File: src/rtl/rcaf_pkg.sv
// Shared types, codes and helpers for the remainder and compare ALU.
`default_nettype none
package rcaf_pkg;

  localparam int unsigned DataW = 32;
  localparam int unsigned CntW  = 6;

  localparam logic [DataW-1:0] SIGN_8  = 32'h0000_0080;
  localparam logic [DataW-1:0] SIGN_16 = 32'h0000_8000;
  localparam logic [DataW-1:0] SIGN_32 = 32'h8000_0000;

  typedef enum logic [1:0] {
    MODE_UREM = 2'd0,
    MODE_SREM = 2'd1,
    MODE_CMP  = 2'd2,
    MODE_NONE = 2'd3
  } mode_t;

  typedef enum logic [1:0] {
    WID_8    = 2'd0,
    WID_16   = 2'd1,
    WID_32   = 2'd2,
    WID_NONE = 2'd3
  } wid_t;

  typedef enum logic [1:0] {
    EXT_NONE  = 2'd0,
    EXT_8     = 2'd1,
    EXT_16    = 2'd2,
    EXT_SPARE = 2'd3
  } ext_t;

  // Request to the shared subtract unit.
  typedef struct packed {
    logic start;
    logic cmp;
    wid_t wsel;
  } unit_req_t;

  // Status back from the shared subtract unit.
  typedef struct packed {
    logic done;
    logic borrow;
  } unit_rsp_t;

  function automatic logic [DataW-1:0] sign_of(input wid_t w);
    logic [DataW-1:0] s;
    case (w)
      WID_8:   s = SIGN_8;
      WID_16:  s = SIGN_16;
      default: s = SIGN_32;
    endcase
    return s;
  endfunction

  function automatic logic [DataW-1:0] mask_of(input wid_t w);
    logic [DataW-1:0] m;
    case (w)
      WID_8:   m = (SIGN_8 << 1) - 32'd1;
      WID_16:  m = (SIGN_16 << 1) - 32'd1;
      default: m = {DataW{1'b1}};
    endcase
    return m;
  endfunction

endpackage
`default_nettype wire

File: src/rtl/rcaf_sub_unit.sv
// Shared subtractor: one-shot compare or restoring remainder, one bit per cycle.
`default_nettype none
module rcaf_sub_unit (
  input  wire logic                     clk,
  input  wire logic                     rst,
  input  wire rcaf_pkg::unit_req_t      req,
  input  wire logic [rcaf_pkg::DataW-1:0] opa,
  input  wire logic [rcaf_pkg::DataW-1:0] opb,
  output rcaf_pkg::unit_rsp_t           rsp,
  output logic [rcaf_pkg::DataW-1:0]    result
);
  import rcaf_pkg::*;

  logic             busy;
  logic             done;
  logic             borrow;
  logic [CntW-1:0]  cnt;
  logic [DataW-1:0] rem;
  logic [DataW-1:0] dq;
  logic [DataW-1:0] dvs;

  logic [DataW:0]   rs;
  logic [DataW:0]   sub_a;
  logic [DataW:0]   sub_b;
  logic [DataW+1:0] diff;
  logic [DataW-1:0] rem_next;
  logic [DataW-1:0] dq_load;
  logic [CntW-1:0]  steps;

  // Partial remainder shifted left with the next dividend bit.
  assign rs    = {rem, dq[DataW-1]};
  assign sub_a = busy ? rs : {1'b0, opa};
  assign sub_b = busy ? {1'b0, dvs} : {1'b0, opb};
  assign diff  = {1'b0, sub_a} - {1'b0, sub_b};

  // Restore when the trial subtract borrows.
  assign rem_next = diff[DataW+1] ? rs[DataW-1:0] : diff[DataW-1:0];

  always_comb begin
    case (req.wsel)
      WID_8: begin
        dq_load = opa << 24;
        steps   = CntW'(8);
      end
      WID_16: begin
        dq_load = opa << 16;
        steps   = CntW'(16);
      end
      default: begin
        dq_load = opa;
        steps   = CntW'(DataW);
      end
    endcase
  end

  always_ff @(posedge clk) begin
    if (rst) begin
      busy <= 1'b0;
      done <= 1'b0;
    end else begin
      done <= (busy && (cnt == CntW'(1))) || (!busy && req.start && req.cmp);
      if (busy) begin
        rem <= rem_next;
        dq  <= dq << 1;
        cnt <= cnt - CntW'(1);
        if (cnt == CntW'(1)) begin
          busy   <= 1'b0;
          result <= rem_next;
        end
      end else if (req.start) begin
        if (req.cmp) begin
          result <= diff[DataW-1:0];
          borrow <= diff[DataW+1];
        end else begin
          rem    <= '0;
          dq     <= dq_load;
          dvs    <= opb;
          cnt    <= steps;
          borrow <= 1'b0;
          busy   <= 1'b1;
        end
      end
    end
  end

  assign rsp.done   = done;
  assign rsp.borrow = borrow;

endmodule
`default_nettype wire

File: src/rtl/remainder_compare_alu_with_flags.sv
// The block takes one item at a time: it accepts no new item until the result of the last
// one is written to the output register, and so it holds off while the output stalls. A
// remainder runs the restoring loop in the shared subtract unit, one quotient bit per cycle;
// a compare is a single subtract in that unit, and a zero divisor or an ignored code skips
// the unit and goes straight to the finishing step.
// Reset (synchronous, active high) clears the status flags, the sequencer and the output valid.
`default_nettype none
module remainder_compare_alu_with_flags (
  input  wire logic        clk,
  input  wire logic        rst,
  input  wire logic        s_tvalid,
  output logic             s_tready,
  // s_tdata: first_operand [31:0], second_operand [63:32]
  input  wire logic [63:0] s_tdata,
  // s_tuser: mode [1:0], op_width [3:2], second_extend [5:4]
  input  wire logic [5:0]  s_tuser,
  output logic             m_tvalid,
  input  wire logic        m_tready,
  // m_tdata: result_value [31:0]
  output logic [31:0]      m_tdata,
  // m_tuser: write_back [0], divide_by_zero [1], zero_flag [2], negative_flag [3],
  //          odd_flag [4], borrow_flag [5], overflow_flag [6]
  output logic [6:0]       m_tuser
);
  import rcaf_pkg::*;

  // Sequencer states, one-hot.
  typedef enum logic [4:0] {
    S_IDLE = 5'b00001,
    S_PREP = 5'b00010,
    S_LOAD = 5'b00100,
    S_RUN  = 5'b01000,
    S_FIX  = 5'b10000
  } state_t;

  state_t state;
  state_t state_next;

  // Latched item.
  mode_t            mode;
  wid_t             wsel;
  ext_t             ext;
  logic [DataW-1:0] a_raw;
  logic [DataW-1:0] b_raw;

  // Prepared operands and the plan for the finishing step.
  logic [DataW-1:0] opa;
  logic [DataW-1:0] opb;
  logic             a_sign;
  logic             b_sign;
  logic             neg_fix;
  logic             wb;
  logic             dz;
  logic             upd_basic;
  logic             upd_cmp;
  logic             is_cmp;
  logic [DataW-1:0] res;
  logic             brw;

  // Status flags: bit 0 zero, 1 negative, 2 odd, 3 borrow, 4 overflow.
  logic [4:0]       status_flags;
  logic [4:0]       status_flags_next;

  unit_req_t        req;
  unit_rsp_t        rsp;
  logic [DataW-1:0] unit_result;

  // Combinational view of the prepare step.
  logic [DataW-1:0] sign_m;
  logic [DataW-1:0] mask_m;
  logic [DataW-1:0] b_ext;
  logic [DataW-1:0] a_m;
  logic [DataW-1:0] b_m;
  logic             an;
  logic             bn;
  logic             bad_code;

  // Combinational view of the finishing step.
  logic [DataW-1:0] res_fix;
  logic             res_sign;
  logic             ovf;
  logic             out_free;

  rcaf_sub_unit u_sub (
    .clk    (clk),
    .rst    (rst),
    .req    (req),
    .opa    (opa),
    .opb    (opb),
    .rsp    (rsp),
    .result (unit_result)
  );

  assign s_tready = (state == S_IDLE);
  assign out_free = !m_tvalid || m_tready;

  // Operand preparation: sign-extend the second operand as the extend code asks, then cut both to the width.
  always_comb begin
    sign_m = sign_of(wsel);
    mask_m = mask_of(wsel);
    case (ext)
      EXT_8:   b_ext = {{24{b_raw[7]}}, b_raw[7:0]};
      EXT_16:  b_ext = {{16{b_raw[15]}}, b_raw[15:0]};
      default: b_ext = b_raw;
    endcase
    a_m      = a_raw & mask_m;
    b_m      = b_ext & mask_m;
    an       = |(a_m & sign_m);
    bn       = |(b_m & sign_m);
    bad_code = (mode == MODE_NONE) || (wsel == WID_NONE);
  end

  // Finishing: the signed remainder takes the sign of the dividend, and flags follow the result.
  always_comb begin
    res_fix  = (neg_fix ? (DataW'(0) - res) : res) & mask_m;
    res_sign = |(res_fix & sign_m);
    ovf      = (a_sign != b_sign) && (b_sign == res_sign);
    status_flags_next = status_flags;
    if (upd_basic) begin
      status_flags_next[0] = (res_fix == '0);
      status_flags_next[1] = res_sign;
      status_flags_next[2] = res_fix[0];
    end
    if (upd_cmp) begin
      status_flags_next[3] = brw;
      status_flags_next[4] = ovf;
    end
  end

  always_comb begin
    req.start  = (state == S_LOAD);
    req.cmp    = is_cmp;
    req.wsel   = wsel;
    state_next = state;
    case (state)
      S_IDLE: if (s_tvalid) state_next = S_PREP;
      S_PREP: begin
        if (bad_code || ((mode != MODE_CMP) && (b_m == '0))) begin
          state_next = S_FIX;
        end else begin
          state_next = S_LOAD;
        end
      end
      S_LOAD: state_next = S_RUN;
      S_RUN:  if (rsp.done) state_next = S_FIX;
      S_FIX:  if (out_free) state_next = S_IDLE;
      default: state_next = S_IDLE;
    endcase
  end

  always_ff @(posedge clk) begin
    if (rst) begin
      state        <= S_IDLE;
      status_flags <= '0;
      m_tvalid     <= 1'b0;
    end else begin
      state <= state_next;
      if ((state == S_FIX) && out_free) begin
        status_flags <= status_flags_next;
        m_tvalid     <= 1'b1;
      end else if (m_tvalid && m_tready) begin
        m_tvalid <= 1'b0;
      end
    end
  end

  // Payload registers.
  always_ff @(posedge clk) begin
    case (state)
      S_IDLE: begin
        if (s_tvalid) begin
          mode  <= mode_t'(s_tuser[1:0]);
          wsel  <= wid_t'(s_tuser[3:2]);
          ext   <= ext_t'(s_tuser[5:4]);
          a_raw <= s_tdata[31:0];
          b_raw <= s_tdata[63:32];
        end
      end
      S_PREP: begin
        is_cmp    <= (mode == MODE_CMP);
        a_sign    <= an;
        b_sign    <= bn;
        res       <= '0;
        brw       <= 1'b0;
        // A remainder with a zero divisor traps; every other valid item updates the flags.
        wb        <= !bad_code && (mode != MODE_CMP) && (b_m != '0);
        dz        <= !bad_code && (mode != MODE_CMP) && (b_m == '0);
        upd_basic <= !bad_code && ((mode == MODE_CMP) || (b_m != '0));
        upd_cmp   <= !bad_code && (mode == MODE_CMP);
        if (mode == MODE_SREM) begin
          // Magnitudes; the most negative value maps to itself as an unsigned number.
          opa     <= an ? ((DataW'(0) - a_m) & mask_m) : a_m;
          opb     <= bn ? ((DataW'(0) - b_m) & mask_m) : b_m;
          neg_fix <= an;
        end else begin
          opa     <= a_m;
          opb     <= b_m;
          neg_fix <= 1'b0;
        end
      end
      S_RUN: begin
        if (rsp.done) begin
          res <= unit_result;
          brw <= rsp.borrow;
        end
      end
      S_FIX: begin
        if (out_free) begin
          m_tdata <= res_fix;
          m_tuser <= {status_flags_next[4], status_flags_next[3], status_flags_next[2],
                      status_flags_next[1], status_flags_next[0], dz, wb};
        end
      end
      default: begin
      end
    endcase
  end

  // The shared unit reports completion only while the sequencer waits for it.
  a_done_in_run: assert property (@(posedge clk) disable iff (rst)
    rsp.done |-> (state == S_RUN))
    else $error("subtract unit finished outside the run state");

  // A trap never writes back, and its result is zero.
  a_trap_clean: assert property (@(posedge clk) disable iff (rst)
    (m_tvalid && m_tuser[1]) |-> (!m_tuser[0] && (m_tdata == 32'd0)))
    else $error("divide-by-zero result carries data or write-back");

  // Once an item is taken, the block holds off the next one.
  a_one_item: assert property (@(posedge clk) disable iff (rst)
    (s_tvalid && s_tready) |=> !s_tready)
    else $error("second item accepted while one is in work");

  // Flags change only when a result is written to the output register.
  a_flags_hold: assert property (@(posedge clk) disable iff (rst)
    (state != S_FIX) |=> $stable(status_flags))
    else $error("status flags changed outside the finishing step");

endmodule
`default_nettype wire

File: config.mk
export PLATFORM = sky130hd
export DESIGN_NAME = remainder_compare_alu_with_flags
export DESIGN_NICKNAME = d
export VERILOG_FILES = /design/src/rtl/rcaf_pkg.sv /design/src/rtl/rcaf_sub_unit.sv /design/src/rtl/remainder_compare_alu_with_flags.sv
export SDC_FILE = /design/constraint.sdc
export NUM_CORES = 1
export LEC_CHECK = 0
export BUFFER_PORTS_ARGS = -buffer_cell sky130_fd_sc_hd__clkbuf_2
export CORE_UTILIZATION = 45
export CTS_CLUSTER_SIZE = 40
export DETAILED_ROUTE_END_ITERATION = 7
export MAX_ROUTING_LAYER = met4
export SLEW_MARGIN = 20
export SYNTH_ARGS = -nofsm -noshare
export SYNTH_HDL_FRONTEND = slang
export SYNTH_HIERARCHICAL = 1
export SYNTH_SLANG_ARGS = --single-unit
File: constraint.sdc
create_clock -name clk -period 6.8 [get_ports clk]
set_input_delay 0.34 -clock clk [delete_from_list [all_inputs] [get_ports clk]]
set_output_delay 0.34 -clock clk [all_outputs]
set_load 0.02 [all_outputs]
Word-level counts from Yosys, hierarchy flattened
Index checks and enable logic that the tools add are counted.
Widths: inputs -> output; s select.

cells by class
  add/subtract/negate cells = 5
  eq/ne operators = 21
  multiplexer cells = 43
  bitwise gates (word level) = 11
  reductions and logical operators = 39

operators with widths
  cell                   count
  $mux 32                18
  $pmux 32 s2            5
  $and 32x32->32         8
  $reduce_or 32->1       3
  $sub 1x32->32 const A  3
  $logic_not 32->1       2
  $sub 33x33->34         1
  $mux 33                1
  $reduce_bool 32->1     1
  $pmux 5 s5             1
  $mux 5                 4
  $mux 6                 3
  $logic_and 1x1->1      12
  $pmux 6 s2             1
  $reduce_and 3->1       3
  $eq 2x2->1 const B     4
  $ne 2x2->1 const B     4
  $reduce_and 4->1       2
  $reduce_bool 2->1      4
  $mux 1                 7
  $eq 2x1->1 const B     3
  $eq 6x1->1 const B     1
  $reduce_and 2->1       3
  $sub 6x1->6 const B    1
  15 further kinds       24

storage, ports and cells
  bits in registers = 362
  bits of input ports = 74
  output and inout bits = 41
  logic and storage cells = 150

Logic depth before layout (Yosys ltp)
Gate-level depths: netlist (run 1).

  depth in word-level cells = 8
  gate-level depth with buffers = 16
  gate-level depth less buffers = 12

Cells and area by module
The synthesis (run 1) kept the hierarchy.

modules (own cells, without submodules)
  module                            instances  cells an instance  area an instance (um^2)  seq. area each (um^2)
  remainder_compare_alu_with_flags  1          927                10891.7                  6646.4
  rcaf_sub_unit                     1          732                8396.8                   4093.9

Worst setup path after synthesis (run 1)
OpenSTA, ideal clock, no wires.

  path kind = register to register
  start = register state[3]
  end = register brw, enable pin
  setup time = 0.389 ns
  arrival = 6.990 ns
  required time = 6.411 ns
  path slack = -0.579 ns
  stages on the path, launching flop included = 4
  path buffers = 0
  period minus slack after synthesis = 7.379 ns
  cell sequence = dfxtp_1 or3_1 nor3b_1 a21o_1

between the ends
  longest elaborated chain between the ends = 3
  elaborated cells on any way between the ends = 5
  those cells by class = 3 x eq/ne; 2 x reduce/logical

ends and longest elaborated chain
  item                                                       line                                     source
  start: declaration                                         remainder_compare_alu_with_flags.sv:36   state_t state;
  start signal: assignment                                   remainder_compare_alu_with_flags.sv:157  state <= state_next;
  $eq 5x4->1 or $eq 5x2->1 (tied branches)                   remainder_compare_alu_with_flags.sv:169  case (state)
  $ne 2x1->1 (no line) or $reduce_bool 2->1 (tied branches)  --
  $reduce_and 2->1 (no line) (*)                             --
  end signal: assignment                                     remainder_compare_alu_with_flags.sv:204  brw <= rsp.borrow;
  end: declaration                                           remainder_compare_alu_with_flags.sv:58   logic brw;

Mark *: on every way between the ends. The rest lies on a longest branch, timed or not.
A chain may end at the register's enable or synchronous reset.

Worst setup path in the final report (run 1)
  start = register u_sub.busy
  end = register u_sub/result[22] (netlist bit) (data pin)

between the ends
  longest elaborated chain between the ends = 5
  elaborated cells on any way between the ends = 8
  those cells by class = 1 x add/sub; 7 x mux

ends and longest elaborated chain
  item                                line                                      source
  start: declaration                  rcaf_sub_unit.sv:14                       logic busy;
  start signal: assignment            rcaf_sub_unit.sv:58                       busy <= 1'b0;
  start signal: assignment            rcaf_sub_unit.sv:67                       busy <= 1'b0;
  start signal: assignment            rcaf_sub_unit.sv:80                       busy <= 1'b1;
  $mux 33 or $mux 32 (tied branches)  rcaf_sub_unit.sv:32, rcaf_sub_unit.sv:33
  $sub 33x33->34                      rcaf_sub_unit.sv:34                       assign diff = {1'b0, sub_a} - {1'b0, sub_b};
  $mux 32, on equally long branches   rcaf_sub_unit.sv:71, rcaf_sub_unit.sv:37
  $mux 32, on equally long branches   rcaf_sub_unit.sv:70, rcaf_sub_unit.sv:66
  $mux 32 (*)                         rcaf_sub_unit.sv:62                       if (busy) begin
  end signal: assignment              rcaf_sub_unit.sv:68                       result <= rem_next;
  end signal: assignment              rcaf_sub_unit.sv:72                       result <= diff[DataW-1:0];
  end: declaration                    rcaf_sub_unit.sv:10                       output logic [rcaf_pkg::DataW-1:0] result

Mark *: on every way between the ends. The rest lies on a longest branch, timed or not. The select of a mux whose other input is x is not followed.

==> results of run 1 <==
-- flip-flops by register name, summed over array words and instances (netlist names), 5 cells and up --
register	cells
a_raw	32
b_raw	32
m_tdata	32
opa	32
opb	32
res	32
u_sub/dq	32
u_sub/dvs	32
u_sub/rem	32
u_sub/result	32
m_tuser	7
u_sub/cnt	6
state	5
status_flags	5
-- cell usage in the layout, fill, tap and decap left out, drive strengths merged, types with 20 or more instances in the layout --
master,instances
o21ai,84
a22o,20
and2,47
nand2,116
xnor2,46
edfxtp,349
mux2i,70
dlygate4sd3,70
nand4,22
or3,22
ha,39
nand3,32
nor2,181
xor2,43
a31oi,20
nor3,29
mux2,58
nand2b,21
clkbuf,164
a21oi,84
inv,39
-- through the flow --
step                area, um^2  hold slack, ns  cells
global route             22300           0.165   2391
finish                   22300           0.135   2391
detailed placement       20300           0.418   2247
CTS                      22300           0.101   2391
global placement         20300           0.409   2247
floorplan                19300           0.400   1659
-- area by class of cell --
type | count | area [um^2]
inverter | 40 | 150
sequential | 362 | 10700
tap | 539 | 674
multi-input combinational | 1174 | 8050
timing repair buffer | 202 | 1410
fill | 3626 | 19800
clock inverter | 24 | 250
clock buffer | 50 | 1060
-- what timing repair did --
action | in CTS | in global routing
resized for setup | 0 | 0
hold buffers | 70 | 0
hold endpoints to repair | 70 | 0
setup endpoints to repair | 0 | 0
setup buffers | 0 | 0
-- routing by layer --
metal	vias to the layer above	track usage	routed length, um
li1	6577	-	-
met1	6421	0.286	21000
met2	337	0.366	22300
met3	76	0.0258	2030
met4	0	0.0758	1250
met5	-	-	0
-- worst max-delay path by stage --
stage / from / to / slack, ns / cells past startpoint
4_1_cts: u_sub/busy$_SDFF_PP0_ / u_sub/result[22]$_DFFE_PP_ / 1.95 / 10
5_1_grt: u_sub/busy$_SDFF_PP0_ / u_sub/result[22]$_DFFE_PP_ / 1.64 / 10
3_3_place_gp: u_sub/busy$_SDFF_PP0_ / u_sub/result[22]$_DFFE_PP_ / 2.06 / 10
6_report: u_sub/busy$_SDFF_PP0_ / u_sub/result[22]$_DFFE_PP_ / 1.95 / 10
2_1_floorplan: state[3]$_SDFFE_PP0P_ / brw$_DFFE_PP_ / 1.97 / 3
3_5_place_dp: u_sub/busy$_SDFF_PP0_ / u_sub/result[22]$_DFFE_PP_ / 1.96 / 10
-- cell families (layout without fill, tap and decap cells) --
| logic type | count (synthesis) | after routing | share of synthesized area |
|---|---|---|---|
| multiplexers | 128 | 128 | 0.0706 |
| flip-flops | 362 | 362 | 0.557 |
| AND/OR/NAND/NOR | 561 | 561 | 0.150 |
| XOR/XNOR | 89 | 89 | 0.0404 |
| buffers and inverters | 123 | 316 | 0.0278 |
| adder cells (fa/ha/maj) | 40 | 40 | 0.0263 |
| AO/OA/AOI/OAI | 356 | 356 | 0.128 |
-- power breakdown --
part	leakage, nW	total, mW	switching (mW)	internal (mW)
registers	3.36	2.57	0.0490	2.52
logic	3.99	0.557	0.334	0.223
clock network	0.632	2.17	0.872	1.30
total	7.98	5.30	1.25	4.04
-- tightest hold or removal path, delay by kind of cell --
family,cells,cell delay (ns)
AO/OA/AOI/OAI,1,0.08
buffers and inverters,1,0.07
AND/OR/NAND/NOR,1,0.14
==> reports/qor.yml, run 1 <==
synth_top_area_share: 0.543
crit_type: "reg -> reg"
drive_gt1_frac: 0.165
syn_area_um2: 19300
hp-start: "m_tready"
crit_required_ns: 7.08
die-area_um2: 43700
avgSynthCellArea_um2: 11.6
crit_path_max_incr_delay_ns: 0.92
period_minus_slack_ns: 4.85
worst_slew_pin_slew_ns: 0.986
r2r_cells: 10
ys_ff_latch: 362
cts_tree: "done"
worst_path_most_repeated_cell: "a21oi_1"
grt_max_degree: 72
synth-async-reset-ratio: 0
routed_wl_mm: 46.6
first_iter_violations: 732
fin_util: 0.530
status: "complete, no violations"
r2r-start: "u_sub/busy$_SDFF_PP0_"
fmax_mhz: 206
synth.largest_area_cell: "edfxtp_1"
clk_pin_slew_worst_paths_ns: 0.06
dp.final_hpwl_mm: 33.4
vias: 13400
fin_ws_ns: 1.95
ys_seq_area_frac: 0.557
slew_headroom: 0.342
grt_pass1_vias: 13200
syn2layout_area_growth_pct: 15.8
cap_violations: 0
cp_slowest_cell: "dfxtp_4"
vias_per_cell: 5.61
rsz0062_at_grt: "no"
slew_violations: 0
p_total_mw: 5.30
cts_buffer_depth: 3
ant_nets: 0
ys_warn_count: 6
r2r_end: "u_sub/result[22]$_DFFE_PP_"
die_w_um: 209
hold_end: "m_tvalid$_SDFFE_PP0P_"
arrival_ns: 5.14
start_util: 0.458
synth_edf_count: 349
path_delay_family: "compound AO/OA/AOI/OAI gates"
grt_util_all_layers: 0.223
min_path_type: "in -> reg"
synth_top_flop_cell: "edfxtp_1"
htreeDepth: 2
wl_per_cell_um: 19.5
finalHoldViolations: 0
worst_ir_drop_vdd_v: 0.000214
power_density_nw_per_um2: 237
tns_ns: 0
netlist_instances: 1659
setup_violations: 0
r2r_setup_slack_ns: 1.95
cts.sinks: 362
antenna_found_initial: 0
timing.final.crit_share: 0.714
grt_pass1_wl_mm: 73.9
routabilityCongestion: 0.886
grt_remaining_overflow: 0
startpoint_type: "flop"
port_buffers: 114
design.core.area_um2: 42100
die_height_um: 209
worstSetupEndpointType: "flop"
clk_latency_ns: 0.56
crit_chain: "buf_4 -> mux2_2 -> ha_1 -> a21oi_1 -> o21ai_0 -> a21oi_1 -> a31o_1 -> nand3_4 -> nor2_2 -> o22ai_1"
place_ws_ns: 1.96
synth_top_cells_by_count: "edfxtp_1 (349), nor2_1 (178), nand2_1 (115)"
hold_path_depth: 3
fin_nets: 1934
ys_top_cells_by_area: "edfxtp_1 (54%), mux2i_1 (3.6%), nor2_1 (3.5%)"
drc: 0
finClkSkew_ns: 0.0192
drt_first_pass_iters: 5
synth_cell_types: 102
synthesis.nets: 1773
critPathMaxFanout: 63
root_buffer: "clkbuf_16"
leakage_nw: 7.98
crit_buf_inv: 1
antenna_cells: 0
cts_buffers: 40
ios: 115
synth.most_common_cell: "edfxtp_1"
rows: 75
(Power assumes the default switching activity.)
==> run 2: changes to the inputs <==
- clock period: 6.8 -> 4.2 ns (I/O delays scaled with it)
==> run 2 against run 1 <==
  * Cell count increased by 0.71%
  * Non-clock buffer count increased by 19
  * Register-to-register slack got worse by 1.6 ns
  * Sequential power increased by 62%
  * Design area increased by 0.42%
  * Largest power group unchanged
  * Routed wire length increased by 0.38%
  * Via count increased by 0.71%
  * Die area unchanged
  * Combinational power increased by 62%
  * Clock power increased by 51%
  * Setup slack got worse by 1.6 ns
  * Sequential cell count unchanged
==> reports/qor.yml, run 2 (same netlist as run 1, synthesis figures left out) <==
power_density_nw_per_um2: 372  # was 237 nW/um^2
wl_per_cell_um: 19.4  # was 19.5 um
tns_ns: 0  # unchanged
hold_path_depth: 2  # was 3
dp_cells: 2264  # was 2,247
start_util: 0.458  # unchanged
ios: 115  # unchanged
final_common_cell: "edfxtp_1"  # unchanged
stdcell_count: 2408  # was 2,391
hold_end: "status_flags[2]$_SDFFE_PP0P_"  # was m_tvalid$_SDFFE_PP0P_
place_ws_ns: 0.450  # was 1.96 ns
htreeDepth: 2  # unchanged
finalHoldViolations: 0  # unchanged
cap_violations: 0  # unchanged
fin_ws_ns: 0.373  # was 1.95 ns
fmax_mhz: 261  # was 206 MHz
grt_pass1_vias: 13200  # about the same
ant_nets: 0  # unchanged
grt_util_all_layers: 0.220  # was 0.223
clk_latency_ns: 0.57  # was 0.56 ns
slew_headroom: 0.329  # was 0.342
first_iter_violations: 811  # was 732
min_path_type: "in -> reg"  # unchanged
critPathMaxFanout: 35  # was 63
cts_setup_buffers: 0  # unchanged
routed_wl_mm: 46.8  # was 46.6 mm
antenna_cells: 0  # unchanged
rsz0062_at_grt: "no"  # unchanged
antenna_found_initial: 0  # unchanged
arrival_ns: 4.12  # was 5.14 ns
drc: 0  # unchanged
grt_max_degree: 76  # was 72
cts.sinks: 362  # unchanged
r2r_cells: 12  # was 10
rows: 75  # unchanged
vias_per_cell: 5.61  # about the same
setup_violations: 0  # unchanged
syn2layout_area_growth_pct: 16.3  # was 15.8%
cts_buffers: 41  # was 40
die_w_um: 209  # unchanged
holdBufCountCts: 72  # was 70
startpoint_type: "flop"  # unchanged
die-area_um2: 43700  # unchanged
fin_util: 0.532  # was 0.530
slew_violations: 0  # unchanged
r2r_end: "u_sub/result[30]$_DFFE_PP_"  # was u_sub/result[22]$_DFFE_PP_
cts_buffer_depth: 3  # unchanged
num-fill-cells: 3625  # was 3,626
clk_pin_slew_worst_paths_ns: 0.06  # about the same
r2r_setup_slack_ns: 0.37  # was 1.95 ns
drt_first_pass_iters: 6  # was 5
grt_remaining_overflow: 0  # unchanged
fin_nets: 1954  # was 1,934
drive_gt1_frac: 0.171  # was 0.165
dp.final_hpwl_mm: 33.7  # was 33.4 mm
finClkSkew_ns: 0.0268  # was 0.0192 ns
hp-start: "rst"  # was m_tready
r2r-start: "u_sub/busy$_SDFF_PP0_"  # unchanged
worst_ir_drop_vdd_v: 0.000377  # was 0.000214 V
design.core.area_um2: 42100  # unchanged
vias: 13500  # was 13.4k
period_minus_slack_ns: 3.83  # was 4.85 ns
port_buffers: 114  # unchanged
crit_type: "reg -> reg"  # unchanged
die_height_um: 209  # unchanged
place_area_um2: 20500  # was 20,300 um^2
fin_area_um2: 22400  # was 22,300 um^2
cts_resized: 0  # unchanged
leakage_nw: 8.04  # was 7.98 nW
worst_slew_pin_slew_ns: 1.00  # was 0.986 ns
cts_tree: "done"  # unchanged
root_buffer: "clkbuf_16"  # unchanged
crit_required_ns: 4.49  # was 7.08 ns
layout_common_cells: "edfxtp_1 (349), nor2_1 (176), nand2_1 (115)"  # unchanged
grt_pass1_wl_mm: 73.1  # was 73.9 mm
timing.final.crit_share: 0.911  # was 0.714
status: "complete, no violations"  # unchanged
routabilityCongestion: 0.912  # was 0.886
worstSetupEndpointType: "flop"  # unchanged
## run 2: cell count changes in the layout (fill, tap and decap cells not counted), sizes merged
cell and change:
clkinv +6, buf +17, dlygate4sd3 +2, clkbuf -3, bufinv -4, clkinvlp -1
## run 2: how the worst max path moves through the flow
| stage | from | end | depth (start not counted) |
|---|---|---|---|
| 2_1_floorplan | state[2]$_SDFFE_PP0P_ | a_raw[0]$_DFFE_PP_ | 3 |
| 3_3_place_gp | u_sub/busy$_SDFF_PP0_ | u_sub/rem[1]$_SDFFCE_PN0P_ | 11 |
| 3_5_place_dp | u_sub/busy$_SDFF_PP0_ | u_sub/rem[14]$_SDFFCE_PN0P_ | 11 |
| 4_1_cts | u_sub/busy$_SDFF_PP0_ | u_sub/result[30]$_DFFE_PP_ | 12 |
| 5_1_grt | u_sub/busy$_SDFF_PP0_ | u_sub/result[15]$_DFFE_PP_ | 9 |
| 6_report | u_sub/busy$_SDFF_PP0_ | u_sub/result[30]$_DFFE_PP_ | 12 |
## run 2: layer usage
metal	wire length, um	global-route usage	up-vias
met5	0	-	-
li1	-	-	6616
met3	1800	0.0265	66
met1	21300	0.285	6480
met4	1140	0.0695	0
met2	22500	0.360	344
## run 2: area by class of cell
class	instances	area, um^2	share of cell area
Sequential cell	362	10700	0.479
Clock inverter	25	170	0.00759
Inverter	40	150	0.00669
Tap cell	539	674	0.0301
Clock buffer	47	1050	0.0467
Multi-Input combinational cell	1174	8050	0.359
Timing Repair Buffer	221	1590	0.0710
## run 2: through the flow
stage	hold slack [ns]	total power, mW
3_5_place_dp	0.389	5.09
3_3_place_gp	0.387	5.07
6_report	0.182	8.35
4_1_cts	0.149	8.43
2_1_floorplan	0.282	4.83
5_1_grt	0.163	8.68
## run 2: power breakdown
part	internal (mW)	switching, mW
registers	4.08	0.0883
logic	0.373	0.532
clock network	1.85	1.42
## run 2: critical path: stages (launching register included)
cell and delay, ns:
dfxtp_4 0.67, buf_12 0.25, buf_4 0.20, mux2i_1 0.22, ha_1 0.33, a21oi_1 0.19, o21ai_1 0.10, nor4_1 0.41
o41ai_4 0.18, o41ai_1 0.43, a41o_1 0.18, a2111oi_2 0.07, mux2_2 0.29
==> run 3: changes to the inputs <==
- PLACE_DENSITY_LB_ADDON: unset -> 0.12
==> run 3 against run 2 <==
  * Sequential share of layout area decreased by 0.16 points
  * Non-clock buffer count unchanged
  * Via count decreased by 0.69%
  * Power increased by 1.6%
==> reports/qor.yml, run 3 (same netlist as run 1, synthesis figures left out) <==
setup_violations: 0  # unchanged
place_ws_ns: 0.246  # was 0.450 ns
crit_start: "u_sub/busy$_SDFF_PP0_"  # unchanged
place_area_um2: 20500  # about the same
grt_max_degree: 76  # unchanged
die-area_um2: 43700  # unchanged
cp_slowest_cell: "dfxtp_4"  # unchanged
fin_area_um2: 22500  # was 22,400 um^2
fin_nets: 1954  # unchanged
status: "complete, no violations"  # unchanged
ios: 115  # unchanged
startpoint_type: "flop"  # unchanged
wl_per_cell_um: 19.4  # about the same
path_delay_family: "compound AO/OA/AOI/OAI gates"  # unchanged
cts_buffers: 41  # unchanged
finalHoldViolations: 0  # unchanged
slew_headroom: 0.369  # was 0.329
layout_common_cells: "edfxtp_1 (349), nor2_1 (176), nand2_1 (115)"  # unchanged
grt_remaining_overflow: 0  # unchanged
cts_buffer_depth: 3  # unchanged
critPathMaxFanout: 34  # was 35
die_height_um: 209  # unchanged
crit_path_max_incr_delay_ns: 0.55  # was 0.67 ns
p_total_mw: 8.48  # was 8.35 mW
vias: 13400  # was 13.5k
worst_slew_pin_slew_ns: 0.945  # was 1.00 ns
hp-start: "rst"  # unchanged
stdcell_count: 2409  # was 2,408
syn2layout_area_growth_pct: 16.7  # was 16.3%
finClkSkew_ns: 0.0280  # was 0.0268 ns
cts_tree: "done"  # unchanged
crit_required_ns: 4.50  # was 4.49 ns
drive_gt1_frac: 0.170  # was 0.171
slew_violations: 0  # unchanged
cts.sinks: 362  # unchanged
drc: 0  # unchanged
clk_pin_slew_worst_paths_ns: 0.06  # about the same
worst_ir_drop_vdd_v: 0.000326  # was 0.000377 V
dp.final_hpwl_mm: 33.7  # about the same
timing.final.crit_share: 0.918  # was 0.911
fin_ws_ns: 0.344  # was 0.373 ns
vias_per_cell: 5.57  # was 5.61
clk_latency_ns: 0.57  # about the same
final_common_cell: "edfxtp_1"  # unchanged
ant_nets: 0  # unchanged
arrival_ns: 4.15  # was 4.12 ns
start_util: 0.458  # unchanged
grt_pass1_wl_mm: 73.6  # was 73.1 mm
leakage_nw: 8.07  # was 8.04 nW
crit_type: "reg -> reg"  # unchanged
grt_pass1_vias: 13100  # was 13.2k
root_buffer: "clkbuf_16"  # unchanged
rows: 75  # unchanged
min_path_type: "in -> reg"  # unchanged
period_minus_slack_ns: 3.86  # was 3.83 ns
first_iter_violations: 735  # was 811
power_density_nw_per_um2: 377  # was 372 nW/um^2
port_buffers: 114  # unchanged
worst_path_most_repeated_cell: "buf_4"
r2r-start: "u_sub/busy$_SDFF_PP0_"  # unchanged
cap_violations: 0  # unchanged
dp_cells: 2263  # was 2,264
routabilityCongestion: 0.898  # was 0.912
fmax_mhz: 259  # was 261 MHz
htreeDepth: 2  # unchanged
crit_buf_inv: 3  # was 2
rsz0062_at_grt: "no"  # unchanged
design.core.area_um2: 42100  # unchanged
die_w_um: 209  # unchanged
drt_first_pass_iters: 5  # was 6
grt_util_all_layers: 0.222  # was 0.220
tns_ns: 0  # unchanged
antenna_found_initial: 0  # unchanged
antenna_cells: 0  # unchanged
worstSetupEndpointType: "flop"  # unchanged
crit_chain: "buf_12 -> buf_4 -> mux2i_1 -> ha_1 -> a21oi_1 -> o21ai_0 -> nand2_1 -> nand4bb_1 -> a22oi_4 -> nand3_4 -> buf_4 -> mux2_1"  # was buf_12 -> buf_4 -> mux2i_1 -> ha_1 -> a21oi_1 -> o21ai_1 -> nor4_1 -> o41ai_4 -> o41ai_1 -> a41o_1 -> a2111oi_2 -> mux2_2
routed_wl_mm: 46.7  # was 46.8 mm
-- run 3: cell types whose count changed in the layout (fill, tap and decap cells not counted) --
cell        change
buf_16          +1
buf_4           -1
bufinv_16       +1
clkbuf_1        +6
clkbuf_16       +1
clkbuf_8        +1
clkinv_1        -4
clkinv_2        -2
clkinv_4        +1
clkinv_8        -1
clkinvlp_4      -1
inv_16          +1
inv_6           -2
-- run 3: power by group --
group | internal, mW | total (mW) | switching (mW)
Combinational | 0.375 | 0.905 | 0.530
Clock | 1.98 | 3.41 | 1.42
Sequential | 4.08 | 4.17 | 0.0844
Total | 6.44 | 8.48 | 2.04
-- run 3: cell type report --
cell class	count	area [um^2]
fill	3635	19600
sequential	362	10700
multi-input combinational	1174	8050
timing repair buffer	221	1610
clock buffer	55	1110
tap	539	674
clock inverter	18	163
inverter	40	150
-- run 3: final timing paths --
kind                                       end  slack, ns  cells past startpoint
setup / recovery    u_sub/result[13]$_DFFE_PP_       0.34                     12
hold / removal    status_flags[2]$_SDFFE_PP0P_       0.15                      2
setup reg to reg    u_sub/result[13]$_DFFE_PP_       0.34                     12
hold reg to reg           m_tuser[0]$_DFFE_PP_       0.42                      0
-- run 3: layer usage --
layer | GRT usage | routed length [um] | vias up
li1 | - | - | 6624
met1 | 0.286 | 21200 | 6367
met2 | 0.367 | 22700 | 349
met3 | 0.0278 | 1850 | 73
met4 | 0.0667 | 1050 | 0
met5 | - | 0 | -
-- run 3: stage by stage --
stage	util	hold slack, ns
floorplan	-	0.282
global placement	0.486	0.386
detailed placement	0.486	0.389
CTS	0.533	0.123
global route	0.534	0.165
finish	0.534	0.151
-- run 3: repair_timing --
item,in CTS,in global routing
hold buffers,72,0
gates resized for setup,0,0
endpoints found under the setup margin,0,39
endpoints found under the hold margin,72,0
buffers inserted,0,1
